--- src/design/rmsgate_pkg.sv ---
// Package for the RMS envelope noise gate and onset detector.
// Holds the controller-to-datapath command type, register indexes and fixed constants.
// No dependencies.
package rmsgate_pkg;

  localparam int CFG_IDX_W = 2;
  localparam int CFG_DATA_W = 17;

  localparam logic [CFG_IDX_W-1:0] CFG_OPEN_THR = 2'd0;
  localparam logic [CFG_IDX_W-1:0] CFG_CLOSE_THR = 2'd1;
  localparam logic [CFG_IDX_W-1:0] CFG_COOLDOWN = 2'd2;

  localparam logic [16:0] OPEN_THR_RST = 17'd7864;
  localparam logic [16:0] CLOSE_THR_RST = 17'd3932;
  localparam logic [15:0] COOLDOWN_RST = 16'd4800;

  localparam logic [19:0] W_PREV = 20'd891290;
  localparam logic [19:0] W_RMS = 20'd157286;
  localparam logic [16:0] ONE_Q16 = 17'd65536;
  localparam logic [19:0] ROUND_Q20 = 20'd524288;

  localparam int QUO_W = 33;
  localparam int ROOT_W = 34;
  localparam int DIV_STEPS = 33;
  localparam int SQRT_STEPS = 17;
  localparam int STEP_CNT_W = 6;

  typedef struct packed {
    logic acc;
    logic div_load;
    logic div_step;
    logic sqrt_load;
    logic sqrt_step;
    logic mul_prev;
    logic mul_rms;
    logic finish;
  } rmsgate_cmd_t;

endpackage

--- src/design/rmsgate_ctrl.sv ---
// Controller state machine for the RMS envelope noise gate.
// Sequences accumulation, division, square root, smoothing and result write-out.
// Depends on rmsgate_pkg.
module rmsgate_ctrl
  import rmsgate_pkg::*;
(
  input  logic         clk,
  input  logic         rst_n,
  input  logic         in_valid,
  output logic         in_ready,
  input  logic         in_last_in_block,
  output logic         out_valid,
  input  logic         out_ready,
  output rmsgate_cmd_t cmd
);

  localparam logic [2:0] ST_IDLE = 3'd0;
  localparam logic [2:0] ST_LOAD = 3'd1;
  localparam logic [2:0] ST_DIV = 3'd2;
  localparam logic [2:0] ST_SQLD = 3'd3;
  localparam logic [2:0] ST_SQRT = 3'd4;
  localparam logic [2:0] ST_MULP = 3'd5;
  localparam logic [2:0] ST_MULR = 3'd6;
  localparam logic [2:0] ST_FIN = 3'd7;

  logic [2:0] state_r, state_nxt;
  logic [STEP_CNT_W-1:0] cnt_r, cnt_nxt;
  logic out_valid_r, out_valid_nxt;

  assign in_ready = (state_r == ST_IDLE);
  assign out_valid = out_valid_r;

  always_comb begin
    state_nxt = state_r;
    cnt_nxt = cnt_r;
    out_valid_nxt = out_valid_r && !out_ready;
    cmd = '0;
    case (state_r)
      ST_IDLE: begin
        if (in_valid) begin
          cmd.acc = 1'b1;
          if (in_last_in_block) begin
            state_nxt = ST_LOAD;
          end
        end
      end
      ST_LOAD: begin
        cmd.div_load = 1'b1;
        cnt_nxt = STEP_CNT_W'(DIV_STEPS - 1);
        state_nxt = ST_DIV;
      end
      ST_DIV: begin
        cmd.div_step = 1'b1;
        if (cnt_r == '0) begin
          state_nxt = ST_SQLD;
        end else begin
          cnt_nxt = cnt_r - 1'b1;
        end
      end
      ST_SQLD: begin
        cmd.sqrt_load = 1'b1;
        cnt_nxt = STEP_CNT_W'(SQRT_STEPS - 1);
        state_nxt = ST_SQRT;
      end
      ST_SQRT: begin
        cmd.sqrt_step = 1'b1;
        if (cnt_r == '0) begin
          state_nxt = ST_MULP;
        end else begin
          cnt_nxt = cnt_r - 1'b1;
        end
      end
      ST_MULP: begin
        cmd.mul_prev = 1'b1;
        state_nxt = ST_MULR;
      end
      ST_MULR: begin
        cmd.mul_rms = 1'b1;
        state_nxt = ST_FIN;
      end
      ST_FIN: begin
        if (!out_valid_r || out_ready) begin
          cmd.finish = 1'b1;
          out_valid_nxt = 1'b1;
          state_nxt = ST_IDLE;
        end
      end
      default: begin
        state_nxt = ST_IDLE;
      end
    endcase
  end

  always_ff @(posedge clk) begin
    if (!rst_n) begin
      state_r <= ST_IDLE;
      cnt_r <= '0;
      out_valid_r <= 1'b0;
    end else begin
      state_r <= state_nxt;
      cnt_r <= cnt_nxt;
      out_valid_r <= out_valid_nxt;
    end
  end

endmodule

--- src/design/rmsgate_dp.sv ---
// Datapath for the RMS envelope noise gate: accumulator, serial divider, serial
// square root, envelope smoothing, gate and cooldown state, result registers.
// Depends on rmsgate_pkg; driven by rmsgate_ctrl commands.
module rmsgate_dp
  import rmsgate_pkg::*;
#(
  parameter int MAX_BLOCK = 4096,
  parameter int SAMPLE_BITS = 16
) (
  input  logic                   clk,
  input  logic                   rst_n,
  input  rmsgate_cmd_t           cmd,
  input  logic [SAMPLE_BITS-1:0] in_sample,
  input  logic                   cfg_we,
  input  logic [CFG_IDX_W-1:0]   cfg_index,
  input  logic [CFG_DATA_W-1:0]  cfg_wdata,
  output logic [16:0]            out_level,
  output logic [16:0]            out_envelope,
  output logic                   out_gate_state,
  output logic                   out_onset_flag,
  output logic [6:0]             out_velocity
);

  localparam int CNT_W = $clog2(MAX_BLOCK + 1);
  localparam int SUM_W = 2 * SAMPLE_BITS - 2 + CNT_W;
  localparam int SH_L = (34 - 2 * SAMPLE_BITS > 0) ? 34 - 2 * SAMPLE_BITS : 0;
  localparam int SH_R = (2 * SAMPLE_BITS - 34 > 0) ? 2 * SAMPLE_BITS - 34 : 0;
  localparam int NUM_W = SUM_W + SH_L;
  localparam int DEN_W = CNT_W + SH_R + QUO_W;
  localparam int DIV_W = (NUM_W > DEN_W) ? NUM_W : DEN_W;
  localparam int CD_W = (CNT_W > 16) ? CNT_W : 16;

  logic [16:0] open_thr_r, close_thr_r;
  logic [15:0] cd_len_r;

  logic [SUM_W-1:0] sum_r;
  logic [CNT_W-1:0] count_r;
  logic [DIV_W-1:0] rem_r, dsr_r;
  logic [QUO_W-1:0] quo_r;
  logic [QUO_W-1:0] rad_r;
  logic [ROOT_W-1:0] res_r, bit_r;
  logic [37:0] prod_r;
  logic [16:0] env_r;
  logic gate_r;
  logic [15:0] cd_r;
  logic [6:0] vel_r;

  logic [16:0] lvl_o_r, env_o_r;
  logic gate_o_r, onset_o_r;
  logic [6:0] vel_o_r;

  logic [SAMPLE_BITS:0] mag;
  logic [2*SAMPLE_BITS+1:0] sq;
  logic div_ge;
  logic [ROOT_W-1:0] trial;
  logic sq_ge;
  logic [37:0] env_sum;
  logic [19:0] lvl_wide;
  logic [16:0] lvl;
  logic [CD_W-1:0] cd_ext, n_ext;
  logic [15:0] cd_dec;
  logic gate_nxt, onset;
  logic [23:0] vel_prod;
  logic [6:0] vel_new;

  assign mag = in_sample[SAMPLE_BITS-1] ? ((SAMPLE_BITS+1)'(1) << SAMPLE_BITS)
                                           - {1'b0, in_sample}
                                         : {1'b0, in_sample};
  assign sq = mag * mag;

  assign div_ge = rem_r >= dsr_r;
  assign trial = res_r + bit_r;
  assign sq_ge = ROOT_W'(rad_r) >= trial;

  assign env_sum = prod_r + 38'(W_RMS) * 38'(res_r[16:0]) + 38'(ROUND_Q20);

  assign lvl_wide = {env_r, 3'b000};
  assign lvl = (lvl_wide > 20'(ONE_Q16)) ? ONE_Q16 : lvl_wide[16:0];
  assign cd_ext = CD_W'(cd_r);
  assign n_ext = CD_W'(count_r);
  assign cd_dec = (cd_ext > n_ext) ? 16'(cd_ext - n_ext) : 16'd0;

  always_comb begin
    gate_nxt = gate_r;
    if (!gate_r && lvl >= open_thr_r) begin
      gate_nxt = 1'b1;
    end else if (gate_r && lvl <= close_thr_r) begin
      gate_nxt = 1'b0;
    end
  end

  assign onset = gate_nxt && !gate_r && (cd_dec == 16'd0);
  assign vel_prod = 24'd126 * 24'(lvl) + 24'd32768;
  assign vel_new = 7'(8'd1 + vel_prod[23:16]);

  always_ff @(posedge clk) begin
    if (!rst_n) begin
      open_thr_r <= OPEN_THR_RST;
      close_thr_r <= CLOSE_THR_RST;
      cd_len_r <= COOLDOWN_RST;
    end else if (cfg_we) begin
      case (cfg_index)
        CFG_OPEN_THR: open_thr_r <= cfg_wdata;
        CFG_CLOSE_THR: close_thr_r <= cfg_wdata;
        CFG_COOLDOWN: cd_len_r <= cfg_wdata[15:0];
        default: begin
        end
      endcase
    end
  end

  always_ff @(posedge clk) begin
    if (!rst_n) begin
      sum_r <= '0;
      count_r <= '0;
      env_r <= '0;
      gate_r <= 1'b0;
      cd_r <= '0;
      vel_r <= '0;
    end else begin
      if (cmd.acc && (count_r < CNT_W'(MAX_BLOCK))) begin
        sum_r <= sum_r + SUM_W'(sq);
        count_r <= count_r + 1'b1;
      end
      if (cmd.mul_rms) begin
        env_r <= env_sum[36:20];
      end
      if (cmd.finish) begin
        gate_r <= gate_nxt;
        cd_r <= onset ? cd_len_r : cd_dec;
        if (onset) begin
          vel_r <= vel_new;
        end
        sum_r <= '0;
        count_r <= '0;
      end
    end
  end

  always_ff @(posedge clk) begin
    if (cmd.div_load) begin
      rem_r <= DIV_W'(sum_r) << SH_L;
      dsr_r <= DIV_W'(count_r) << (SH_R + QUO_W - 1);
    end else if (cmd.div_step) begin
      if (div_ge) begin
        rem_r <= rem_r - dsr_r;
      end
      dsr_r <= dsr_r >> 1;
      quo_r <= {quo_r[QUO_W-2:0], div_ge};
    end
    if (cmd.sqrt_load) begin
      rad_r <= quo_r;
      res_r <= '0;
      bit_r <= ROOT_W'(1) << (2 * (SQRT_STEPS - 1));
    end else if (cmd.sqrt_step) begin
      if (sq_ge) begin
        rad_r <= QUO_W'(ROOT_W'(rad_r) - trial);
        res_r <= (res_r >> 1) + bit_r;
      end else begin
        res_r <= res_r >> 1;
      end
      bit_r <= bit_r >> 2;
    end
    if (cmd.mul_prev) begin
      prod_r <= 38'(W_PREV) * 38'(env_r);
    end
    if (cmd.finish) begin
      lvl_o_r <= lvl;
      env_o_r <= env_r;
      gate_o_r <= gate_nxt;
      onset_o_r <= onset;
      vel_o_r <= onset ? vel_new : vel_r;
    end
  end

  assign out_level = lvl_o_r;
  assign out_envelope = env_o_r;
  assign out_gate_state = gate_o_r;
  assign out_onset_flag = onset_o_r;
  assign out_velocity = vel_o_r;

endmodule

--- src/design/rms_envelope_gate_onset_detector.sv ---
// RMS envelope noise gate with onset detection, top level.
// Instantiates rmsgate_ctrl and rmsgate_dp; depends on rmsgate_pkg.
//
// Samples arrive on the in_ channel as valid/ready beats; a beat with
// in_last_in_block set closes a block. Non-final samples are taken as they
// come, in_ready staying high. A block end gives exactly one result beat
// on the out_ channel: level, envelope, gate state, onset flag and
// latest velocity. After the block-end beat come a divider load step,
// 33 restoring divider steps for the mean square, a root load step,
// 17 square-root steps, two multiply steps for the smoothing and a final
// step for the gate, cooldown and velocity update. During these steps
// in_ready is low.
// The result sits in an output register; the next block's samples are
// accepted while it waits. If a second result is ready before the first
// has been taken, the block holds it and stalls in_ready until out_ready.
// The cfg_ port writes open_threshold, close_threshold and cooldown_length
// (indexes 0, 1, 2); other indexes are ignored.
// Reset is synchronous, active low: registers return to their defaults,
// the envelope, cooldown and velocity clear and the gate closes.
module rms_envelope_gate_onset_detector
  import rmsgate_pkg::*;
#(
  parameter int MAX_BLOCK = 4096,
  parameter int SAMPLE_BITS = 16
) (
  input  logic                   clk,
  input  logic                   rst_n,
  input  logic                   in_valid,
  output logic                   in_ready,
  input  logic [SAMPLE_BITS-1:0] in_sample,
  input  logic                   in_last_in_block,
  output logic                   out_valid,
  input  logic                   out_ready,
  output logic [16:0]            out_level,
  output logic [16:0]            out_envelope,
  output logic                   out_gate_state,
  output logic                   out_onset_flag,
  output logic [6:0]             out_velocity,
  input  logic                   cfg_we,
  input  logic [CFG_IDX_W-1:0]   cfg_index,
  input  logic [CFG_DATA_W-1:0]  cfg_wdata
);

  rmsgate_cmd_t cmd;

  rmsgate_ctrl u_ctrl (
    .clk              (clk),
    .rst_n            (rst_n),
    .in_valid         (in_valid),
    .in_ready         (in_ready),
    .in_last_in_block (in_last_in_block),
    .out_valid        (out_valid),
    .out_ready        (out_ready),
    .cmd              (cmd)
  );

  rmsgate_dp #(
    .MAX_BLOCK   (MAX_BLOCK),
    .SAMPLE_BITS (SAMPLE_BITS)
  ) u_dp (
    .clk            (clk),
    .rst_n          (rst_n),
    .cmd            (cmd),
    .in_sample      (in_sample),
    .cfg_we         (cfg_we),
    .cfg_index      (cfg_index),
    .cfg_wdata      (cfg_wdata),
    .out_level      (out_level),
    .out_envelope   (out_envelope),
    .out_gate_state (out_gate_state),
    .out_onset_flag (out_onset_flag),
    .out_velocity   (out_velocity)
  );

endmodule

--- config.mk ---
export PLATFORM = sky130hd
export DESIGN_NAME = rms_envelope_gate_onset_detector
export DESIGN_NICKNAME = d
export VERILOG_FILES = /design/src/design/rmsgate_pkg.sv /design/src/design/rmsgate_ctrl.sv /design/src/design/rmsgate_dp.sv /design/src/design/rms_envelope_gate_onset_detector.sv
export SDC_FILE = /design/constraint.sdc
export NUM_CORES = 2
export LEC_CHECK = 0
export ABC_CLOCK_PERIOD_IN_PS = 13400
export BUFFER_PORTS_ARGS = -buffer_cell sky130_fd_sc_hd__buf_2
export CAP_MARGIN = 20
export CORE_MARGIN = 3
export CORE_UTILIZATION = 65
export CTS_BUF_LIST = sky130_fd_sc_hd__clkbuf_4
export DETAILED_ROUTE_END_ITERATION = 10
export PLACE_DENSITY = 0.83
export SYNTH_ARGS = -nofsm -noshare
export SYNTH_HDL_FRONTEND = slang
export SYNTH_SLANG_ARGS = --single-unit
--- constraint.sdc ---
create_clock -name clk -period 13.4 [get_ports clk]
set_clock_uncertainty 0.1 [all_clocks]
set_input_delay 1.34 -clock clk [delete_from_list [all_inputs] [get_ports clk]]
set_output_delay 1.34 -clock clk [all_outputs]
set_load 0.005 [all_outputs]
# Yosys cells after proc, flatten, opt, wreduce, memory -nomap -nowiden
# Cells that the tools add are included.
# op_classes
muxes,36
n_lt_le_gt_ge,7
mul,4
addsub,13
reduce_logical,30
n_bitwise,2
n_eq_ne,15
# ops
cell,count
45-bit two-way mux,5
33-bit two-way mux,3
46-bit by 45-bit >= comparator with 1-bit output,1
46-bit by 45-bit subtractor with 46-bit output,1
43-bit by 34-bit adder with 43-bit output,1
37-bit by 20-bit adder with 37-bit output (second input constant),1
37-bit by 35-bit adder with 37-bit output,1
19-bit by 17-bit multiplier with 36-bit output (first input constant),1
33-bit by 33-bit adder with 34-bit output,1
34-bit by 33-bit adder with 34-bit output,1
33-bit by 34-bit >= comparator with 1-bit output,1
17-bit by 17-bit multiplier with 34-bit output,1
17-bit by 17-bit multiplier with 34-bit output (first input constant),1
17-bit two-way mux,2
34-bit two-way mux,1
33-bit subtractor,1
16-bit two-way mux,2
3-bit case mux with 8 select lines,1
23-bit by 16-bit adder with 23-bit output (second input constant),1
6-bit by 17-bit multiplier with 22-bit output (first input constant),1
20-bit by 17-bit > comparator with 1-bit output (second input constant),1
6-bit case mux with 3 select lines,1
17-bit >= comparator,1
17-bit less-or-equal comparator,1
other kinds (31),75
# totals
ff_bits,444
out_inout_bits,45
in_bits,41

# Depth between registers and ports, before layout
# logic_depth
word_depth,9
depth_mapped,35
ltp_nobuf,35

# Cells and area by module
# A second synthesis with hierarchy kept.
# hier_totals
cells_unflattened,4997
area_unflattened_um2,46188.0
# by_module_without_submodules
mod,cells_per_inst,seq_area_each_um2,n_inst,area_per_inst_um2
rmsgate_dp,4912,10610.2,1,45501.1
rmsgate_ctrl,85,200.2,1,686.9

# Least setup slack after synthesis
# No wires, ideal clock.
# synth_path
kind,input -> register
from,input port in_sample[6]
to,register u_dp.sum_r[36]
setup_ns,0.079
arrival_time_ns,8.845
n_path_buf,0
cell_stages,28
path_slack_ns,4.376
t_required_ns,13.221
path_cell_list,or4_1 -> nor4_1 -> nand3_1 -> o21a_1 -> xnor2_1 -> clkinv_1 -> nand2_1 -> inv_1 -> fa_1 -> fa_1 -> fa_1 -> fa_1 -> fa_1 -> inv_1 -> fa_1 -> inv_1 -> ha_1 -> a21oi_1 -> nor2b_1 -> o21ai_0 -> nand2b_1 -> o31ai_1 -> o21ai_1 -> a31oi_1 -> o2111ai_1 -> a31oi_2 -> nand4_1 -> o211ai_1
# synth_via
elab_chain_cells,4
# synth_rtl
item,line_no,rtl
from (decl),rms_envelope_gate_onset_detector.sv:30,"input logic [SAMPLE_BITS-1:0] in_sample,"
17-bit by 16-bit subtractor with 17-bit output,rmsgate_dp.sv:67,"- {1'b0, in_sample}"
17-bit two-way mux (*),rmsgate_dp.sv:66,assign mag = in_sample[SAMPLE_BITS-1] ? ((SAMPLE_BITS+1)'(1) << SAMPLE_BITS)
17-bit by 17-bit multiplier with 34-bit output (*),rmsgate_dp.sv:69,assign sq = mag * mag;
43-bit by 34-bit adder with 43-bit output (*),rmsgate_dp.sv:122,sum_r <= sum_r + SUM_W'(sq);
to (signal assigned),rmsgate_dp.sv:122,
to (decl),rmsgate_dp.sv:36,logic [SUM_W-1:0] sum_r;
# Every way passes the cells marked *; elsewhere a longest branch is shown, timed or not.
# A chain may end at the register's enable or synchronous reset.

# Final worst setup path
# layout_path
from,input port in_sample[6]
to,register u_dp.sum_r[40]
# Same word-level chain as after synthesis.

==> results.toml <==
[outcome]
status = "complete, no violations"

[logic_synthesis]
yosysSeqAreaShare_pct = 23.5
yosysTopAreaCell = "fa_1"
synthTopCellsByArea = "fa_1 19%, ha_1 17%, edfxtp_1 13%"
mappedNetlistArea_um2 = 45900
synth_top_area_share_pct = 18.9
synth-edff-count = 198
async_reset_ff_share_pct = 0
avgSynthCellArea_um2 = 9.16
yosysUniqueCellTypes = 88
synth_seq_cells = 441
synth_top_flop_cell = "dfxtp_1"
yosys_warnings = 0
synth_cells = 5014

[sta]
setup_slack_ns = 3.45
setup_tns_ns = 0
relSlewSlack_pct = 35.8
worst-slew-pin-transition_ns = 0.963
setup_viol = 0
hold_viol = 0
whs_ns = 0.316
layout_min_cycle_time_ns = 9.95
max_freq_mhz = 101
maxSlewViolCount = 0
rsz0062_at_grt = "false"
finalCritPeriodShare_pct = 74.2

[finish]
nets = 6263
nFillCells = 5321
area_growth_pct = 6.58
final_core_utilization_pct = 70.7
seq_area_um2 = 10800
multi_input_area_um2 = 31500
drive_gt1_share_pct = 6.85

[clock_network]
cts_sinks = 441
cts_root_buf = "clkbuf_4"
clock_latency_ns = 0.94
ctsResizeCount = 0
numCtsBuffers = 116
clockBufferDepth = 3
clk_pin_slew_ns = 0.07
htree_levels = 3
cts_tree = "done"
postCtsSetupBuffers = 0
cts_hold_buf = 0

[grt]
grt_max_degree = 72
grt_pass1_wl_um = 175000
grt_pass1_vias = 36200
antenna_found_initial = 3
overflow = 0
grt.total_usage_pct = 28.6

[routing]
route.detailed.drc = 0
drt-pass1-iter-count = 6
postRouteAntennaNets = 0
num_vias = 35700
wl_um = 105000
routedWlPerCell_um = 16.9
vias_per_cell = 5.76
drt_iter0_markers = 2494

[setup_path]
r2r_slack_ns = 4.26
cp-end-kind = "register"
r2r_cells = 28
crit_top_cell = "fa_1"
critPathLaunchType = "primary input"
r2r_start = "u_dp.res_r[3]"
worst_ep_arrival_time_ns = 10.62
slowest_stage = "clkinv_1"
critical_path.max_stage_delay_ns = 0.63
critical_path_class = "in2reg"
required_ns = 14.07
r2r-end = "u_dp.env_r[15]"
critPathMaxFanout = 17

[worst_hold_path]
holdPathEnd = "u_dp.quo_r[7]"
whs_path_depth = 0
hold_path_startpoint = "u_dp.quo_r[6]"
hold_path_class = "reg2reg"

[floorplanning]
ios = 86
dieArea_um2 = 73900
die_w_um = 272
start_util_pct = 66.3
rows = 96
die_h_um = 272
core_area_um2 = 69300

[flow_run]
cap_violations = 0

[place]
place.gp.congestion = 0.957
port_buffers = 82
dp_slack_ns = 2.68
place_hpwl_um = 82700
cells in the final DEF, fill, tap and decap left out, types with 23 or more instances in the layout:
cell type,n
nand4_1,49
nor2_1,243
xnor2_1,163
a21o_1,131
conb_1,44
o21a_1,26
and3_1,36
a22o_1,68
and2_1,23
clkbuf_4,164
inv_1,869
ha_1,633
buf_4,28
a211oi_1,35
nor2b_1,32
o211ai_1,30
nand3_1,73
fa_1,433
xor2_1,105
clkinv_1,42
or3_1,23
a31oi_1,42
dfxtp_1,243
nor3_1,54
nand2b_1,29
o31ai_1,23
o21ai_0,229
buf_2,82
edfxtp_1,198
nand2_1,509
a21oi_1,286
o21bai_1,32
routing by layer:
metal / vias up / routed length (um) / global-route usage (%)
met5: - / 13 / 0
met2: 1016 / 49800 / 47.9
met4: 2 / 3000 / 9.15
met1: 17200 / 45500 / 38.3
li1: 17200 / - / -
met3: 235 / 6340 / 4.34
metrics by stage:
stage               cells  cell area [um^2]
finish               6192             49000
global route         6191             49000
CTS                  6186             48900
detailed placement   5965             47400
global placement     5965             47400
floorplan            5056             46100
critical path: cells and delay by family:
| family | cells | cell delay [ns] |
|---|---|---|
| AOI/OAI and AO/OA | 9 | 2.46 |
| xor gates and xnor gates | 1 | 0.48 |
| buffers and inverters | 5 | 0.97 |
| adders and majority gates | 7 | 3.49 |
| and+or+nand+nor | 7 | 1.85 |
layout make-up:
cell class / instances / share of cell area (%)
multi-input cells: 3610 / 64.4
flip-flops and latches: 441 / 22.1
inverters: 875 / 6.71
clock buffers: 164 / 2.51
well taps: 931 / 2.38
repair buffers: 112 / 1.35
clock inverters: 57 / 0.603
diodes: 2 / 0.0102
cells by family after synthesis:
logic type | Yosys count | synth area share (%)
AO/OA/AOI/OAI | 1043 | 14.7
XOR/XNOR | 269 | 5.16
adder cells (fa/ha/maj) | 1066 | 36.1
buffers and inverters | 1005 | 8.32
flip-flops | 441 | 23.5
multiplexers | 18 | 0.417
other | 2 | 0.0163
AND/OR/NAND/NOR | 1170 | 11.7
cells in the mapped netlist, drive strengths merged, types with 29 or more instances:
library cell	count
nor2b	36
a211oi	36
xnor2	163
fa	433
a21oi	286
a21o	131
ha	633
edfxtp	198
nor2	245
a22o	68
nand2	511
nand3	73
nand2b	29
and3	36
o21bai	32
a31oi	43
nor3	54
o211ai	30
dfxtp	243
clkbuf	110
inv	871
nand4	49
xor2	105
o21ai	236
registers in the layout, indices dropped and copies added, names as in the netlist, 3 cells and up:
register / flops
u_dp.vel_r: 7
u_dp.out_velocity: 7
u_dp.res_r: 34
u_dp.prod_r: 36
u_dp.cd_ext: 16
u_dp.rad_r: 33
u_dp.out_envelope: 17
u_dp.cd_len_r: 16
u_dp.env_r: 17
u_dp.close_thr_r: 17
u_dp.dsr_r: 45
u_ctrl.state_r: 3
u_dp.open_thr_r: 17
u_dp.bit_r: 17
u_ctrl.cnt_r: 6
u_dp.sum_r: 43
u_dp.quo_r: 33
u_dp.rem_r: 46
u_dp.out_level: 14
u_dp.count_r: 13
how the worst max path moves through the flow:
stage                     endpoint  slack, ns         start  cells after the start
finish              u_dp.sum_r[40]       3.45  in_sample[6]                     29
global route        u_dp.sum_r[38]       2.86  in_sample[6]                     29
CTS                 u_dp.sum_r[42]       3.56  in_sample[6]                     29
detailed placement  u_dp.sum_r[42]       2.68  in_sample[6]                     29
global placement    u_dp.sum_r[40]       3.00  in_sample[6]                     29
floorplan           u_dp.sum_r[36]       4.38  in_sample[6]                     28
Power is left out: the tool's default activity adds up to more than one toggle a clock period on the data nets, which glitch-free logic cannot reach.
